<file path="config.mk">
export PLATFORM = sky130hd
export DESIGN_NAME = power_loss_shutdown_supervisor_unit
export DESIGN_NICKNAME = d
export VERILOG_FILES = /design/src/hw/rtl/plss_pkg.sv /design/src/hw/rtl/plss_cfg.sv /design/src/hw/rtl/plss_core.sv /design/src/hw/rtl/power_loss_shutdown_supervisor_unit.sv
export SDC_FILE = /design/constraint.sdc
export NUM_CORES = 1
export LEC_CHECK = 0
export BUFFER_PORTS_ARGS = -buffer_cell sky130_fd_sc_hd__buf_4
export CORE_ASPECT_RATIO = 1.2
export CORE_MARGIN = 2
export CORE_UTILIZATION = 54
export DETAILED_ROUTE_END_ITERATION = 8
export PLACE_DENSITY = 0.76
export SYNTH_ARGS = -nofsm -noshare
export SYNTH_HDL_FRONTEND = slang
export SYNTH_SLANG_ARGS = --single-unit
</file>
<file path="constraint.sdc">
create_clock -name clk -period 4.4 [get_ports clk]
set_input_delay 0.22 -clock clk [delete_from_list [all_inputs] [get_ports clk]]
set_output_delay 0.22 -clock clk [all_outputs]
set_load 0.1 [all_outputs]
</file>
<file path="src/hw/rtl/plss_pkg.sv">
`default_nettype none

package plss_pkg;

  localparam int SAMPLE_WIDTH_DEF = 12;
  localparam int CFG_INDEX_WIDTH = 3;

  localparam logic [CFG_INDEX_WIDTH-1:0] REG_LOW_THRESHOLD  = 3'd0;
  localparam logic [CFG_INDEX_WIDTH-1:0] REG_HIGH_THRESHOLD = 3'd1;
  localparam logic [CFG_INDEX_WIDTH-1:0] REG_RESTORE_COUNT  = 3'd2;
  localparam logic [CFG_INDEX_WIDTH-1:0] REG_LOSS_COUNT     = 3'd3;
  localparam logic [CFG_INDEX_WIDTH-1:0] REG_CUT_COUNT      = 3'd4;
  localparam logic [CFG_INDEX_WIDTH-1:0] REG_WAIT_LIMIT     = 3'd5;

  localparam logic [11:0] LOW_THRESHOLD_RST  = 12'd50;
  localparam logic [11:0] HIGH_THRESHOLD_RST = 12'd250;
  localparam logic [7:0]  RESTORE_COUNT_RST  = 8'd4;
  localparam logic [7:0]  LOSS_COUNT_RST     = 8'd30;
  localparam logic [7:0]  CUT_COUNT_RST      = 8'd65;
  localparam logic [7:0]  WAIT_LIMIT_RST     = 8'd60;

  localparam logic [7:0] COUNT_MAX = 8'hFF;

  localparam logic [1:0] ERR_NONE     = 2'b00;
  localparam logic [1:0] ERR_WAITING  = 2'b01;
  localparam logic [1:0] ERR_HOST_OFF = 2'b10;

  // Count limits held by the register file.
  typedef struct packed {
    logic [7:0] restore_count;
    logic [7:0] loss_count;
    logic [7:0] cut_count;
    logic [7:0] wait_limit;
  } limits_t;

  // One result item.
  typedef struct packed {
    logic restart_pulse;
    logic shutdown_pulse;
    logic power_cut;
    logic err_waiting;
    logic err_host_off;
  } result_t;

endpackage

`default_nettype wire

</file>
<file path="src/hw/rtl/plss_cfg.sv">
`default_nettype none

module plss_cfg #(
  parameter int SAMPLE_WIDTH = plss_pkg::SAMPLE_WIDTH_DEF
) (
  input  wire                                  clk,
  input  wire                                  rst,
  input  wire                                  cfg_write,
  input  wire  [plss_pkg::CFG_INDEX_WIDTH-1:0] cfg_index,
  input  wire  [SAMPLE_WIDTH-1:0]              cfg_data,
  output logic [SAMPLE_WIDTH-1:0]              low_threshold,
  output logic [SAMPLE_WIDTH-1:0]              high_threshold,
  output plss_pkg::limits_t                    limits
);
  import plss_pkg::*;

  always_ff @(posedge clk) begin
    if (rst) begin
      low_threshold        <= SAMPLE_WIDTH'(LOW_THRESHOLD_RST);
      high_threshold       <= SAMPLE_WIDTH'(HIGH_THRESHOLD_RST);
      limits.restore_count <= RESTORE_COUNT_RST;
      limits.loss_count    <= LOSS_COUNT_RST;
      limits.cut_count     <= CUT_COUNT_RST;
      limits.wait_limit    <= WAIT_LIMIT_RST;
    end else if (cfg_write) begin
      unique case (cfg_index)
        REG_LOW_THRESHOLD:  low_threshold        <= cfg_data;
        REG_HIGH_THRESHOLD: high_threshold       <= cfg_data;
        REG_RESTORE_COUNT:  limits.restore_count <= cfg_data[7:0];
        REG_LOSS_COUNT:     limits.loss_count    <= cfg_data[7:0];
        REG_CUT_COUNT:      limits.cut_count     <= cfg_data[7:0];
        REG_WAIT_LIMIT:     limits.wait_limit    <= cfg_data[7:0];
        default: ;
      endcase
    end
  end

endmodule

`default_nettype wire

</file>
<file path="src/hw/rtl/plss_core.sv">
`default_nettype none

module plss_core #(
  parameter int SAMPLE_WIDTH = plss_pkg::SAMPLE_WIDTH_DEF
) (
  input  wire                     clk,
  input  wire                     rst,
  input  wire                     step,
  input  wire                     sample_valid,
  input  wire  [SAMPLE_WIDTH-1:0] supply_level,
  input  wire                     host_off,
  input  wire  [SAMPLE_WIDTH-1:0] low_threshold,
  input  wire  [SAMPLE_WIDTH-1:0] high_threshold,
  input  plss_pkg::limits_t       limits,
  output plss_pkg::result_t       result
);
  import plss_pkg::*;

  logic [7:0] loss_counter, loss_counter_next;
  logic [7:0] restore_counter, restore_counter_next;
  logic [7:0] wait_counter, wait_counter_next;
  logic       host_down_flag, host_down_flag_next;
  logic       cut_latch, cut_latch_next;
  logic [1:0] error_bits, error_bits_next;

  logic       is_low, is_high, restored, losing;
  logic [7:0] restore_inc, wait_inc, loss_mid;
  logic       host_down_mid;
  logic [1:0] error_mid;
  logic       restart, shutdown;

  always_comb begin
    // Supply sample: a sample that is both low and high counts as low.
    is_low      = sample_valid && (supply_level < low_threshold);
    is_high     = sample_valid && !is_low && (supply_level > high_threshold);
    restore_inc = restore_counter + 8'd1;
    restored    = is_high && (restore_inc >= limits.restore_count);
    restart     = restored && host_down_flag && host_off;

    loss_mid = loss_counter;
    if (restored) begin
      loss_mid = 8'd0;
    end else if (is_low && loss_counter != COUNT_MAX) begin
      loss_mid = loss_counter + 8'd1;
    end

    restore_counter_next = restore_counter;
    if (is_high) begin
      restore_counter_next = restored ? 8'd0 : restore_inc;
    end

    error_mid     = restored ? ERR_NONE : error_bits;
    host_down_mid = host_down_flag && !restart;

    // Loss handling sees the counters after the sample update.
    losing              = loss_mid >= limits.loss_count;
    wait_inc            = wait_counter + 8'd1;
    loss_counter_next   = loss_mid;
    wait_counter_next   = wait_counter;
    host_down_flag_next = host_down_mid;
    error_bits_next     = error_mid;
    shutdown            = 1'b0;
    cut_latch_next      = cut_latch ||
                          (losing && host_down_mid && loss_mid >= limits.cut_count);
    if (losing) begin
      if (host_off) begin
        host_down_flag_next = 1'b1;
        shutdown            = 1'b1;
        error_bits_next     = ERR_HOST_OFF;
      end else if (wait_inc < limits.wait_limit) begin
        wait_counter_next = wait_inc;
        error_bits_next   = ERR_WAITING;
      end else begin
        wait_counter_next = 8'd0;
        shutdown          = 1'b1;
      end
    end
  end

  always_ff @(posedge clk) begin
    if (rst) begin
      loss_counter    <= 8'd0;
      restore_counter <= 8'd0;
      wait_counter    <= 8'd0;
      host_down_flag  <= 1'b0;
      cut_latch       <= 1'b0;
      error_bits      <= ERR_NONE;
    end else if (step) begin
      loss_counter    <= loss_counter_next;
      restore_counter <= restore_counter_next;
      wait_counter    <= wait_counter_next;
      host_down_flag  <= host_down_flag_next;
      cut_latch       <= cut_latch_next;
      error_bits      <= error_bits_next;
    end
  end

  always_comb begin
    result.restart_pulse  = restart;
    result.shutdown_pulse = shutdown;
    result.power_cut      = cut_latch_next;
    result.err_waiting    = error_bits_next[0];
    result.err_host_off   = error_bits_next[1];
  end

endmodule

`default_nettype wire

</file>
<file path="src/hw/rtl/power_loss_shutdown_supervisor_unit.sv">
// Power-loss shutdown supervisor.
// One input transaction on s_axis is one supervision tick: an optional supply
// sample and the host's powered-off status. Each tick yields exactly one
// result transaction on m_axis with the restart and shutdown pulses, the
// latched power-cut request and the two error flags.
// The six thresholds and limits are written through the cfg channel, which is
// always ready; write them only while no tick is in flight.
// A tick is first held in an input register; the supervisor state and the
// result register are then updated together from it, once the result register
// is free. Throughput is one tick per cycle while the receiver does not stall.
// When the receiver stalls, the result register holds its item and the input
// register takes one more tick; s_axis_tready then drops until the result is
// taken. Reset clears the supervisor state, restores the register defaults
// and empties both registers.
`default_nettype none

module power_loss_shutdown_supervisor_unit #(
  parameter int SAMPLE_WIDTH = plss_pkg::SAMPLE_WIDTH_DEF,
  localparam int InWidth = ((SAMPLE_WIDTH + 2 + 7) / 8) * 8
) (
  input  wire                                  clk,
  input  wire                                  rst,
  input  wire                                  s_axis_tvalid,
  output logic                                 s_axis_tready,
  // sample_valid, supply_level, host_off, zero fill
  input  wire  [InWidth-1:0]                   s_axis_tdata,
  output logic                                 m_axis_tvalid,
  input  wire                                  m_axis_tready,
  // restart_pulse, shutdown_pulse, power_cut, err_waiting, err_host_off, zero fill
  output logic [7:0]                           m_axis_tdata,
  input  wire                                  cfg_valid,
  output logic                                 cfg_ready,
  input  wire  [plss_pkg::CFG_INDEX_WIDTH-1:0] cfg_index,
  input  wire  [SAMPLE_WIDTH-1:0]              cfg_data
);
  import plss_pkg::*;

  logic                    in_valid;
  logic                    in_sample_valid;
  logic [SAMPLE_WIDTH-1:0] in_supply_level;
  logic                    in_host_off;
  logic                    advance;
  logic                    out_valid;
  result_t                 out_result;
  result_t                 core_result;
  logic [SAMPLE_WIDTH-1:0] low_threshold;
  logic [SAMPLE_WIDTH-1:0] high_threshold;
  limits_t                 limits;

  assign cfg_ready     = 1'b1;
  assign advance       = in_valid && (!out_valid || m_axis_tready);
  assign s_axis_tready = !in_valid || advance;

  plss_cfg #(
    .SAMPLE_WIDTH(SAMPLE_WIDTH)
  ) u_cfg (
    .clk            (clk),
    .rst            (rst),
    .cfg_write      (cfg_valid && cfg_ready),
    .cfg_index      (cfg_index),
    .cfg_data       (cfg_data),
    .low_threshold  (low_threshold),
    .high_threshold (high_threshold),
    .limits         (limits)
  );

  always_ff @(posedge clk) begin
    if (rst) begin
      in_valid <= 1'b0;
    end else if (s_axis_tready) begin
      in_valid <= s_axis_tvalid;
    end
  end

  always_ff @(posedge clk) begin
    if (s_axis_tvalid && s_axis_tready) begin
      in_sample_valid <= s_axis_tdata[0];
      in_supply_level <= s_axis_tdata[SAMPLE_WIDTH:1];
      in_host_off     <= s_axis_tdata[SAMPLE_WIDTH+1];
    end
  end

  plss_core #(
    .SAMPLE_WIDTH(SAMPLE_WIDTH)
  ) u_core (
    .clk            (clk),
    .rst            (rst),
    .step           (advance),
    .sample_valid   (in_sample_valid),
    .supply_level   (in_supply_level),
    .host_off       (in_host_off),
    .low_threshold  (low_threshold),
    .high_threshold (high_threshold),
    .limits         (limits),
    .result         (core_result)
  );

  always_ff @(posedge clk) begin
    if (rst) begin
      out_valid <= 1'b0;
    end else if (advance) begin
      out_valid <= 1'b1;
    end else if (m_axis_tready) begin
      out_valid <= 1'b0;
    end
  end

  always_ff @(posedge clk) begin
    if (advance) begin
      out_result <= core_result;
    end
  end

  assign m_axis_tvalid = out_valid;
  assign m_axis_tdata  = {3'b000, out_result.err_host_off, out_result.err_waiting,
                          out_result.power_cut, out_result.shutdown_pulse,
                          out_result.restart_pulse};

endmodule

`default_nettype wire

</file>
Word level (Yosys, flattened, before mapping)

Index checks and enable logic that the tools add are counted.

Bitwise operators: 1
Multiplexer cells: 14
Reduce and logical (&&, ||, !) cells: 29
Eq/ne operators: 6
Div/mod/pow operators: 0
Add/subtract/negate cells: 3
Multiply operators: 0
Shifts and indexed selects: 0
Magnitude comparators: 6

Operator list:

| operator            | number |
|---|---|
| $mux 8              | 4 |
| $add 8x1->8 const B | 3 |
| $ge 8x8->1          | 3 |
| $reduce_and 2->1    | 7 |
| $gt 12x12->1        | 1 |
| $logic_and 1x1->1   | 12 |
| $lt 12x12->1        | 1 |
| $lt 8x8->1          | 1 |
| $mux 2              | 4 |
| $ne 8x8->1 const B  | 1 |
| $eq 3x2->1 const B  | 2 |
| $eq 3x3->1 const B  | 2 |
| $mux 1              | 6 |
| $logic_not 1->1     | 4 |
| $eq 3x1->1 const B  | 1 |
| $logic_not 3->1     | 1 |
| $logic_or 1x1->1    | 3 |
| $reduce_and 3->1    | 1 |
| $reduce_bool 2->1   | 1 |
| $not 1->1           | 1 |

Output and inout port bits: 11
Latch bits: 0
Memory bits (read-only): 0
Bits of input ports: 36
Flip-flop bits (word level): 105
RAM bits: 0
Memories: 0

Logic depth before layout (Yosys ltp)

Depth in word-level cells: 13
Gate-level depth with buffers: 22
Mapped depth without buffers: 19

Modules after synthesis

A second synthesis with hierarchy kept.

Cell total of the unflattened synthesis: 657
Area, all modules: 6163.4 µm²

Modules (own cells, without submodules):

| module                              | times used | seq. area each (µm²) | cells each | area each (µm²) |
|---|---|---|---|---|
| plss_core                           | 1          | 560.5                | 412        | 3219.3 |
| plss_cfg                            | 1          | 1121.1               | 210        | 2232.1 |
| power_loss_shutdown_supervisor_unit | 1          | 610.6                | 35         | 711.9 |

Worst setup path before layout

OpenSTA, ideal clock, no wires.

Kind: flip-flop to flip-flop
Start point: register u_core.restore_counter[0]
End point: register u_core.error_bits[0]
Path slack: 0.147 ns
Stages on the path, launching flop included: 23
Data arrival time: 4.134 ns
Clock period less this slack: 4.253 ns
Library setup time: 0.119 ns
Data required time: 4.281 ns
Path through: dfxtp_1 > ha_1 > nand3_1 > nor2_1 > xor2_1 > ha_1 > a21o_1 > a21oi_1 > o21ai_2 > a21boi_0 > and3_4 > buf_6 > buf_2 > nor2_1 > ha_1 > a21oi_1 > nor2b_1 > a2111oi_0 > o21ai_0 > nand2b_1 > clkbuf_1 > o21ai_1 > o221a_2

Elaborated cells between the ends (all ways): 9
Those cells by class: 1 x add/sub; 2 x order compare; 5 x mux; 1 x reduce/logical

RTL lines:

| element                               | line            | text |
|---|---|---|
| start, declared                       | plss_core.sv:20 | `logic [7:0] restore_counter, restore_counter_next;` |
| start signal, assigned                | plss_core.sv:90 | `restore_counter <= restore_counter_next;` |
| $add 8x1->8                           | plss_core.sv:36 | `restore_inc = restore_counter + 8'd1;` |
| $ge 8x8->1                            | plss_core.sv:37 | `restored = is_high && (restore_inc >= limits.restore_count);` |
| $logic_and 1x1->1                     | plss_core.sv:37 |  |
| $mux 8                                | plss_core.sv:41 | `if (restored) begin` |
| named net u_core.loss_counter_next[4] | plss_core.sv:19 | `logic [7:0] loss_counter, loss_counter_next;` |
| $ge 8x8->1                            | plss_core.sv:56 | `losing = loss_mid >= limits.loss_count;` |
| $mux 2                                | plss_core.sv:65 | `if (losing) begin` |
| end signal, assigned                  | plss_core.sv:94 | `error_bits <= error_bits_next;` |
| end, declared                         | plss_core.sv:24 | `logic [1:0] error_bits, error_bits_next;` |

The timed path passes the listed nets, and every way through them passes these cells.
A chain may end at the register's enable or synchronous reset.

==> run_results.csv <==
group,metric,value,unit
status,status,"finished clean",
sta,fin_crit_sh,0.967,
finish,multi_input_area,3080,um2
pwr,power_density,316,nW/um2
yosys,ys_top_cells_by_area,"dfxtp_1, ha_1, edfxtp_1",
route,drtIter0Drc,248,
placed_design,hpwl,9.49,mm
pwr,vdd_drop_max,0.217,mV
grt,grt_pass1_vias,4553,
grt,grt_max_degree,67,
floorplan,die_x,97.7,um
run,drv_cap,0,
clock_network,cts_tree,"yes",
clock_network,clock_latency,0.35,ns
grt,grt_use_met1,0.270,
setup_path,crit_arrival,4.36,ns
setup_path,critPathMaxFanout,8,
sta,maxSlewViolCount,0,
finish,antenna_cells,0,
sta,period_needed,4.25,ns
floorplan,io_pins,47,
placed_design,place_congestion,0.922,
route,viasPerCell,5.65,
finish,drive_gt1_frac,0.116,
sta,setup_violations,0,
floorplan,dieArea,11400,um2
hold_path,min_path_type,"primary input to flip-flop",
route,ant_nets,0,
finish,final_cell_area,6420,um2
clock_network,clockBufferDepth,2,
finish,area_delta_synth_final,13.0,%
floorplan,coreArea,10400,um2
yosys,synth_area_per_cell,8.63,um2
placed_design,dp.cells,811,
finish,nFillCells,904,
placed_design,placed_area,6090,um2
clock_network,cts_max_level,3,
sta,slew_headroom,0.439,
yosys,synth_top_flop_cell,"dfxtp_1",
sta,final_hold_viol_count,0,
sta,worst_slew_pin_slew,0.841,ns
route,drt_wl_total,13.0,mm
setup_path,startpoint_type,"flip-flop",
route,wl_per_cell,15.7,um
yosys,yosysMostFrequentCell,"nand2_1",
yosys,yosysSeqAreaShare,0.403,
yosys,yosys-top-cells-count,"nand2_1, dfxtp_1, ha_1",
finish,final_net_count,786,
grt,grt_usage,0.235,
yosys,syn_area,5690,um2
setup_path,cp-end-kind,"flip-flop",
yosys,ys_warn_count,0,
grt,grt_pass1_wl,21.3,mm
yosys,synth_async_sr_flop_share,0,
grt,met3_usage,0.0455,
floorplan,fp-row-count,41,
sta,skew,0.00576,ns
sta,holdWs,0.0399,ns
pwr,leakagePower,2.73,nW
finish,regArea,2290,um2
yosys,ys_ff_latch,105,
setup_path,worstSetupPathType,"flip-flop to flip-flop",
route,vias,4673,
grt,grt-ovfl-total,0,
yosys,synth_cell_types,59,
sta,fmax,235,MHz
clock_network,cts_root_buffer,"clkbuf_16",
floorplan,start_util,0.549,
yosys,synth_top_area_cell,"dfxtp_1",
yosys,synth_edf_count,19,
clock_network,path_clk_slew,0.07,ns
clock_network,cts.sinks,105,
yosys,synth_top_area_share,0.303,
grt,antenna_found_initial,0,
placed_design,portBuffers,40,
floorplan,die_h,116,um
setup_path,crit_required,4.50,ns
grt,grt_busiest_layer,"met2",
route,drc,0,
route,drt_pass1_iterations,5,
clock_network,cts_buffers,9,
finish,stdcell_count,827,
grt,use_met2,0.437,
yosys,postSynthCellCount,659,
[power breakdown]
group	switching, mW	internal [mW]
clock	0.360	0.444
combinational	0.136	0.0709
sequential	0.0144	1.00
[logic make-up after synthesis]
kind of cell	synth area share
AND/OR/NAND/NOR	0.203
adder cells (fa/ha/maj)	0.125
multiplexers	0.0229
other	0.00132
XOR/XNOR	0.0262
buffers and inverters	0.0625
flip-flops	0.403
AO/OA/AOI/OAI	0.155
[through the flow]
step	setup slack [ns]	setup TNS, ns	total power, mW	utilization
floorplan	0.147	0	1.17	-
finish	0.146	0	2.03	0.620
detailed placement	-0.0350	-0.0683	1.24	0.588
CTS	0.0140	0	2.04	0.617
global route	-0.118	-0.537	2.11	0.620
global placement	0.100	0	1.24	0.588
[critical path, cell delays in order, from the launching register on]
cell,delay [ns]
dfxtp_1,0.40
ha_4,0.18
nand3_2,0.12
nor2_2,0.15
xor2_1,0.22
ha_1,0.30
a21o_1,0.20
a21oi_1,0.21
o21ai_2,0.10
a21boi_1,0.16
and3_4,0.24
buf_4,0.16
nand2b_1,0.16
ha_1,0.27
nand2b_1,0.10
a21o_1,0.12
a21oi_1,0.09
o21a_1,0.23
or3_1,0.42
nand3b_1,0.13
nand2b_1,0.06
[registers in the layout, indices dropped and copies added, names as in the netlist]
| name | count |
|---|---|
| u_core.loss_counter | 8 |
| in_host_off | 1 |
| m_axis_tdata | 5 |
| u_core.host_down_flag | 1 |
| u_core.cut_latch | 1 |
| in_supply_level | 12 |
| u_core.wait_counter | 8 |
| m_axis_tvalid | 1 |
| u_core.error_bits | 2 |
| u_cfg.low_threshold | 12 |
| in_valid | 1 |
| u_core.restore_counter | 8 |
| u_cfg.limits | 32 |
| u_cfg.high_threshold | 12 |
| in_sample_valid | 1 |
[final timing paths]
path                                                start                  end  slack (ns)  cells after the start
worst min register to register           u_cfg.limits[13]     u_cfg.limits[13]        0.46                      2
worst max-delay path            u_core.restore_counter[1]      m_axis_tdata[4]        0.15                     20
worst min-delay path                     s_axis_tdata[12]  in_supply_level[11]        0.04                      1
worst max register to register  u_core.restore_counter[1]      m_axis_tdata[4]        0.15                     20
[final cells by class]
cell class	count	area share
well taps	129	0.0251
clock inverters	6	0.0103
flip-flops and latches	105	0.357
inverters	56	0.0327
repair buffers	51	0.0602
multi-input cells	470	0.479
clock buffers	10	0.0356
[cell usage in the layout (no fill, tap or decap), drive strengths merged, types with 10 or more instances in the layout]
| cell type | instances |
|---|---|
| nand2 | 110 |
| dfxtp | 86 |
| inv | 58 |
| ha | 57 |
| a21oi | 54 |
| buf | 51 |
| nor2 | 44 |
| o211ai | 21 |
| edfxtp | 19 |
| nand3 | 16 |
| o21ai | 16 |
| mux2i | 13 |
| xor2 | 11 |
| a21o | 10 |
| clkbuf | 10 |
[routing by layer]
metal  wire (um)  vias to the layer above  share of wire
met3         435                       26          0.034
li1            -                     2349              -
met4         384                        0          0.030
met2        6890                       95           0.53
met5           0                        -              0
met1        5250                     2203           0.41
[timing repair]
action / CTS / global route
pin swaps: 0 / 1
endpoints found under the setup margin: 6 / 16
setup buffers: 0 / 0
resized for setup: 1 / 9
hold buffers: 0 / 0
(Power assumes the default switching activity.)
